**src/hw/rtl/gtg_pkg.sv**
```systemverilog
// package: types, constants and tables for the go-to-goal drive controller
package gtg_pkg;

    localparam int CordicStepsDef = 16;
    localparam int CordicStepsMax = 24;

    localparam logic [30:0] PiQ29  = 31'd1686629713;
    localparam logic [29:0] Ln2Q30 = 30'd744261118;
    localparam logic [30:0] OneQ30 = 31'd1073741824;

    localparam logic [2:0] CFG_ARRIVAL_RADIUS = 3'd0;
    localparam logic [2:0] CFG_ANGLE_DEADBAND = 3'd1;
    localparam logic [2:0] CFG_TURN_GAIN      = 3'd2;
    localparam logic [2:0] CFG_MAX_TURN_RATE  = 3'd3;
    localparam logic [2:0] CFG_MAX_ADV_SPEED  = 3'd4;
    localparam logic [2:0] CFG_SPEED_DECAY    = 3'd5;

    typedef struct packed {
        logic [15:0] arrival_radius;
        logic [14:0] angle_deadband;
        logic [7:0]  turn_gain;
        logic [14:0] max_turn_rate;
        logic [11:0] top_speed;
        logic [11:0] speed_decay;
    } t_cfg;

    typedef struct packed {
        logic        new_goal;
        logic [15:0] goal_x;
        logic [15:0] goal_y;
        logic [15:0] robot_x;
        logic [15:0] robot_y;
        logic [15:0] robot_heading;
    } t_in_item;

    typedef struct packed {
        logic [11:0] advance_speed;
        logic [15:0] turn_rate;
        logic        arrived;
    } t_out_item;

    // controller to datapath
    typedef struct packed {
        logic load;       // take input item, update goal, form deltas
        logic sq_dist;    // form squared distance
        logic cordic_init;
        logic cordic_step;
        logic bearing;
        logic turn_mul;
        logic turn_sat;
        logic exp_mul;
        logic exp_red;    // one range-reduction subtract
        logic exp_term;   // one series term
        logic exp_term_div;
        logic exp_fin_mul;
        logic exp_fin;
        logic arrive;
    } t_cmd;

    // datapath to controller
    typedef struct packed {
        logic goal_active;
        logic near_goal;
        logic cordic_last;
        logic red_done;
        logic n_big;
        logic term_last;
    } t_sts;

    function automatic logic [31:0] atan_entry(input logic [4:0] i);
        logic [31:0] v;
        case (i)
            5'd0:  v = 32'h20000000;
            5'd1:  v = 32'h12E4051E;
            5'd2:  v = 32'h09FB385B;
            5'd3:  v = 32'h051111D4;
            5'd4:  v = 32'h028B0D43;
            5'd5:  v = 32'h0145D7E1;
            5'd6:  v = 32'h00A2F61E;
            5'd7:  v = 32'h00517C55;
            5'd8:  v = 32'h0028BE53;
            5'd9:  v = 32'h00145F2F;
            5'd10: v = 32'h000A2F98;
            5'd11: v = 32'h000517CC;
            5'd12: v = 32'h00028BE6;
            5'd13: v = 32'h000145F3;
            5'd14: v = 32'h0000A2FA;
            5'd15: v = 32'h0000517D;
            5'd16: v = 32'h000028BE;
            5'd17: v = 32'h0000145F;
            5'd18: v = 32'h00000A30;
            5'd19: v = 32'h00000518;
            5'd20: v = 32'h0000028C;
            5'd21: v = 32'h00000146;
            5'd22: v = 32'h000000A3;
            5'd23: v = 32'h00000051;
            default: v = 32'h0;
        endcase
        return v;
    endfunction

    // reciprocal of k, exact floor quotient for a 30-bit numerator
    function automatic logic [31:0] recip_mul(input logic [3:0] k);
        logic [31:0] v;
        case (k)
            4'd1:  v = 32'd1073741824;
            4'd2:  v = 32'd1073741824;
            4'd3:  v = 32'd1431655766;
            4'd4:  v = 32'd1073741824;
            4'd5:  v = 32'd1717986919;
            4'd6:  v = 32'd1431655766;
            4'd7:  v = 32'd1227133514;
            4'd8:  v = 32'd1073741824;
            4'd9:  v = 32'd1908874354;
            4'd10: v = 32'd1717986919;
            4'd11: v = 32'd1561806290;
            4'd12: v = 32'd1431655766;
            default: v = 32'd0;
        endcase
        return v;
    endfunction

    function automatic logic [5:0] recip_shift(input logic [3:0] k);
        logic [5:0] v;
        case (k)
            4'd1:  v = 6'd30;
            4'd2:  v = 6'd31;
            4'd3:  v = 6'd32;
            4'd4:  v = 6'd32;
            4'd5:  v = 6'd33;
            4'd6:  v = 6'd33;
            4'd7:  v = 6'd33;
            4'd8:  v = 6'd33;
            default: v = 6'd34;
        endcase
        return v;
    endfunction

endpackage

```
**src/hw/rtl/gtg_ctrl.sv**
```systemverilog
// controller state machine sequencing the datapath
module gtg_ctrl (
    input  logic          i_clk,
    input  logic          i_rst_n,
    input  logic          i_in_valid,
    output logic          o_in_ready,
    output logic          o_res_valid,
    input  logic          i_out_free,
    input  gtg_pkg::t_sts i_sts,
    output gtg_pkg::t_cmd o_cmd
);
    import gtg_pkg::*;

    localparam logic [3:0] S_IDLE  = 4'd0;
    localparam logic [3:0] S_DIST  = 4'd1;
    localparam logic [3:0] S_TEST  = 4'd2;
    localparam logic [3:0] S_CORD  = 4'd3;
    localparam logic [3:0] S_BEAR  = 4'd4;
    localparam logic [3:0] S_TMUL  = 4'd5;
    localparam logic [3:0] S_TSAT  = 4'd6;
    localparam logic [3:0] S_EMUL  = 4'd7;
    localparam logic [3:0] S_ERED  = 4'd8;
    localparam logic [3:0] S_ETRM  = 4'd9;
    localparam logic [3:0] S_EDIV  = 4'd10;
    localparam logic [3:0] S_EFM   = 4'd11;
    localparam logic [3:0] S_EFIN  = 4'd12;
    localparam logic [3:0] S_WAIT  = 4'd13;
    localparam logic [3:0] S_CHK   = 4'd14;

    logic [3:0] r_state, n_state;

    assign o_in_ready = (r_state == S_IDLE);

    always_comb begin
        o_cmd       = '0;
        o_res_valid = 1'b0;
        n_state     = r_state;
        case (r_state)
            S_IDLE: begin
                if (i_in_valid) begin
                    o_cmd.load = 1'b1;
                    n_state    = S_CHK;
                end
            end
            S_CHK: begin
                n_state = i_sts.goal_active ? S_DIST : S_IDLE;
            end
            S_DIST: begin
                o_cmd.sq_dist = 1'b1;
                n_state       = S_TEST;
            end
            S_TEST: begin
                if (i_sts.near_goal) begin
                    if (i_out_free) begin
                        o_cmd.arrive = 1'b1;
                        o_res_valid  = 1'b1;
                        n_state      = S_IDLE;
                    end
                end else begin
                    o_cmd.cordic_init = 1'b1;
                    n_state           = S_CORD;
                end
            end
            S_CORD: begin
                o_cmd.cordic_step = 1'b1;
                if (i_sts.cordic_last) n_state = S_BEAR;
            end
            S_BEAR: begin
                o_cmd.bearing = 1'b1;
                n_state       = S_TMUL;
            end
            S_TMUL: begin
                o_cmd.turn_mul = 1'b1;
                n_state        = S_TSAT;
            end
            S_TSAT: begin
                o_cmd.turn_sat = 1'b1;
                n_state        = S_EMUL;
            end
            S_EMUL: begin
                o_cmd.exp_mul = 1'b1;
                n_state       = S_ERED;
            end
            S_ERED: begin
                if (i_sts.n_big) begin
                    n_state = S_EFIN;
                end else if (i_sts.red_done) begin
                    n_state = S_ETRM;
                end else begin
                    o_cmd.exp_red = 1'b1;
                end
            end
            S_ETRM: begin
                o_cmd.exp_term = 1'b1;
                n_state        = S_EDIV;
            end
            S_EDIV: begin
                o_cmd.exp_term_div = 1'b1;
                n_state            = i_sts.term_last ? S_EFM : S_ETRM;
            end
            S_EFM: begin
                o_cmd.exp_fin_mul = 1'b1;
                n_state           = S_EFIN;
            end
            S_EFIN: begin
                o_cmd.exp_fin = 1'b1;
                n_state       = S_WAIT;
            end
            S_WAIT: begin
                if (i_out_free) begin
                    o_res_valid = 1'b1;
                    n_state     = S_IDLE;
                end
            end
            default: n_state = S_IDLE;
        endcase
    end

    always_ff @(posedge i_clk) begin
        if (!i_rst_n) r_state <= S_IDLE;
        else          r_state <= n_state;
    end
endmodule

```
**config.mk**
```make
export PLATFORM = sky130hd
export DESIGN_NAME = gtg_ctrl
export DESIGN_NICKNAME = d
export VERILOG_FILES = /design/src/hw/rtl/gtg_pkg.sv /design/src/hw/rtl/gtg_ctrl.sv
export SDC_FILE = /design/constraint.sdc
export NUM_CORES = 1
export LEC_CHECK = 0
export ABC_AREA = 1
export BUFFER_PORTS_ARGS = -buffer_cell sky130_fd_sc_hd__buf_2
export CAP_MARGIN = 10
export CORE_MARGIN = 8
export CORE_UTILIZATION = 38
export CTS_CLUSTER_DIAMETER = 50
export DETAILED_ROUTE_END_ITERATION = 7
export GPL_ROUTABILITY_DRIVEN = 0
export HOLD_SLACK_MARGIN = 0.03
export PLACE_DENSITY_LB_ADDON = 0.2
export SLEW_MARGIN = 20
export SYNTH_ARGS = -nofsm -noshare
export SYNTH_HDL_FRONTEND = slang
export SYNTH_SLANG_ARGS = --single-unit
```
**constraint.sdc**
```tcl
create_clock -name i_clk -period 1.3 [get_ports i_clk]
set_clock_uncertainty 0.15 [all_clocks]
set_input_delay 0.26 -clock i_clk [delete_from_list [all_inputs] [get_ports i_clk]]
set_output_delay 0.26 -clock i_clk [all_outputs]
set_load 0.1 [all_outputs]
```
==> results_dict.tcl, run 1 <==
set metrics [dict create \
    status "did not finish" \
    stop_stage "global routing" \
    error_line "[ERROR DPL-0033] detailed placement checks failed during check placement." \
    antenna_found_initial 0 \
    initial_core_util_pct 39.4 \
    cts.sinks 4 \
    cts_buffers 3 \
    yosysUniqueCellTypes 20 \
    yosys_warnings 0 \
    worstEpCategory "top-level output" \
    rows 13 \
    cts_hold_buf 0 \
    root_buffer "clkbuf_4" \
    worst_endpoint "o_res_valid" \
    htree_num_levels 1 \
    grt_max_degree 7 \
    fp.dieW_um 52.0 \
    ys_ff_latch 4 \
    hpwl_um 1890 \
    ioPinCount 26 \
    syn_area_um2 493 \
    synth_cells 90 \
    synth_seq_area_share_pct 16.2 \
    syn_nets 100 \
    numPortBuffers 25 \
    avgSynthCellArea_um2 5.48 \
    dp_cells 144 \
    cts.path.max_buffers 2 \
    fp.dieH_um 52.0 \
]
## synthesized netlist by cell type
cell type  instances  area (um2)
nand4_1            1        6.26
a21oi_1            4        20.0
inv_1             14        52.6
a21oi_2            1        8.76
nor2_4             2        22.5
inv_2              5        18.8
nand3_1            5        25.0
nor2_1            15        56.3
nor3_1             2        10.0
or2_2              1        6.26
o21ai_0            3        15.0
nand2_2            5        31.3
o21ai_1            1        5.00
nand2_1           21        78.8
dfxtp_1            4        80.1
nor3_2             1        10.0
nor3_4             1        16.3
nor2_2             2        12.5
nand2_4            1        11.3
o22ai_1            1        6.26
## through the flow
| stage | area (um2) | setup WS, ns | utilization, % | hold slack [ns] |
|---|---|---|---|---|
| after floorplan | 606 | -0.595 | - | 0.270 |
| after global placement | 1090 | -0.184 | 87.4 | 0.367 |
| after detailed placement | 1090 | -0.231 | 87.4 | 0.395 |
| after CTS | 1190 | -0.410 | 94.9 | 0.161 |
## what timing repair did
action | in CTS
setup endpoints to repair | 20
pin swaps | 8
gates resized for setup | 16
setup buffers | 2
## cells by family after synthesis
logic type | Yosys count | share of synthesized area, %
simple gates | 57 | 58.1
buf+inv | 19 | 14.5
compound gates | 10 | 11.2
flops | 4 | 16.2
==> inputs of run 2 (changes only) <==
- CORE_AREA: unset -> 8 8 69 71
- CORE_MARGIN: 8 -> unset
- CORE_UTILIZATION: 38 -> unset
- CTS_CLUSTER_DIAMETER: 50 -> unset
- DIE_AREA: unset -> 0 0 77 79
- HOLD_SLACK_MARGIN: 0.03 -> unset
- PLACE_DENSITY_LB_ADDON: 0.2 -> 0.15
- clock period: 1.3 -> 1.69 ns (I/O delays scaled with it)
==> results_dict.tcl, run 2 <==
set metrics [dict create \
    status "finished with violations" \
    violations "setup timing" \
    ys_top_cells_by_area "dfxtp_1, nand2_1, nor2_1" \
    synth_top_area_share_pct 16.2 \
    drive_gt1_share_pct 70.1 \
    fin_ws_ns -0.0568 \
    clock_latency_ns 0.21 \
    cts_buffers 3 \
    core_area_um2 3800 \
    preCtsSetupSlack_ns 0.0656 \
    synth_seq_area_share_pct 16.2 \
    power_frac_comb_pct 81.7 \
    finalNetCount 149 \
    syn_nets 100 \
    multi_input_area_um2 472 \
    yosysMostFrequentCell "nand2_1" \
    syn_area_um2 493 \
    largest_register_ff_count 4 \
    cts.sinks 4 \
    max_cap_violations 0 \
    slew_viol_final 0 \
    crit_required_ns 1.20 \
    wirelength_um 2040 \
    seq_area_um2 95.1 \
    power.density_nw_per_um2 1890 \
    hp-class "in2reg" \
    synthTopCellsByCount "nand2_1, nor2_1, inv_1" \
    yosys.area.top_type "dfxtp_1" \
    ant_nets 0 \
    vias_per_cell 3.87 \
    cts_tree "done" \
    hold_viol_final 0 \
    initial_core_util_pct 13.0 \
    grt_pass1_wl_um 3160 \
    yosys_warnings 0 \
    fmax_ghz 0.572 \
    yosysUniqueCellTypes 20 \
    synth_cells 90 \
    grt_pass1_vias 698 \
    wire_per_inst_um 10.9 \
    cts_hold_buf 0 \
    critPathKind "reg2out" \
    internal_power_mw 1.10 \
    switching_share_pct 55.4 \
    syn2layout_area_growth_pct 164 \
    synth_edf_count 0 \
    sequentialPowerShare_pct 10.4 \
    final_area_um2 1300 \
    path_clk_slew_ns 0.03 \
    via_count 723 \
    worstPathArrival_ns 1.26 \
    avgSynthCellArea_um2 5.48 \
    hpwl_um 1640 \
    die_area_um2 6080 \
    final_cell_mix "buf_12, buf_4, nand2_1" \
    ioPinCount 26 \
    finalSetupViolations 9 \
    grt_max_degree 7 \
    place_area_um2 1050 \
    cts.path.max_buffers 2 \
    power_frac_clock_pct 7.9 \
    drtPass1Iterations 4 \
    vdd.ir_drop.worst_mv 1.02 \
    rows 23 \
    slew_headroom_pct 85.7 \
    switchingPower_mw 1.36 \
    fillers 424 \
    numPortBuffers 25 \
    antenna_found_initial 0 \
    top_register "r_state" \
    track_usage_pct 6.27 \
    antenna_cells 0 \
    htree_num_levels 1 \
    ys_async_sr_fraction_pct 0 \
    worstPathMaxFanout 5 \
    worst_pin_slew_ns 0.213 \
    worstSetupStartpointType "register" \
    synth_ff_type "dfxtp_1" \
    fp.dieW_um 77 \
    drtIter0Drc 41 \
    fin_crit_sh_pct 103 \
    rsz0062_at_grt "yes" \
    min_period_ns 1.75 \
    drc_errors 0 \
    ys_ff_latch 4 \
    fp.dieH_um 79 \
    p_leak_nw 0.562 \
    root_buffer "clkbuf_8" \
    mostFrequentLayoutCell "buf_12" \
    largestRegisters "r_state x4" \
    critPathCaptureType "output port" \
    grt_overflow_total 0 \
]
run 2: critical path, cell delays in order, from the launching register on:
cell,delay [ns]
dfxtp_4,0.36
inv_6,0.09
buf_6,0.11
nand2_8,0.06
nor3_4,0.22
buf_12,0.20
run 2: logic make-up (layout without fill, tap and decap cells):
| kind of cell | Yosys count | in the layout | share of synthesized area [%] |
|---|---|---|---|
| compound gates | 10 | 10 | 11.2 |
| simple gates | 57 | 57 | 58.1 |
| buf+inv | 19 | 66 | 14.5 |
| flops | 4 | 4 | 16.2 |
run 2: metrics by stage:
step	power [mW]	TNS, ns	instances	hold WS, ns	utilization, %
2_1_floorplan	1.33	-1.46	90	0.350	-
3_3_place_gp	1.87	0	170	0.464	27.5
3_5_place_dp	1.87	0	170	0.460	27.5
4_1_cts	2.25	-0.385	177	0.244	31.1
5_1_grt	2.59	-0.838	187	0.280	34.3
6_report	2.46	-0.294	187	0.243	34.3
run 2: what timing repair did:
item	CTS	global route
setup buffers	4	10
setup endpoints to repair	13	15
resized for setup	21	14
pin swaps	5	11
run 2: final cells by class:
type	instances	share of cell area, %
repair buffers	44	40.2
multi-input cells	67	36.2
clock buffers	3	3.17
inverters	19	8.27
flip-flops and latches	4	7.31
well taps	50	4.81
run 2: per-layer routing:
metal | GRT usage [%] | part of all wire, % | vias up
met5 | 0 | 0 | -
met3 | 1.35 | 3.9 | 0
met2 | 12.0 | 57 | 18
met1 | 6.61 | 40 | 333
li1 | - | - | 372
met4 | 2.26 | 0 | 0
run 2: worst paths after layout:
kind / from / end / slack, ns / cells after the start
max: r_state[0] / o_cmd[5] / -0.06 / 5
min: i_rst_n / r_state[3] / 0.24 / 3
max reg2reg: r_state[0] / r_state[2] / 0.17 / 10
min reg2reg: r_state[2] / r_state[0] / 0.51 / 4
run 2: power by group through the flow:
stage / Sequential [mW] / Combinational [mW] / Clock [mW]
after floorplan: 0.194 / 1.14 / 0
after global routing: 0.264 / 2.12 / 0.207
after CTS: 0.243 / 1.81 / 0.202
after detailed placement: 0.214 / 1.66 / 0
after global placement: 0.213 / 1.66 / 0
final: 0.256 / 2.01 / 0.195
Note: power is estimated with default switching activity, not from simulation.
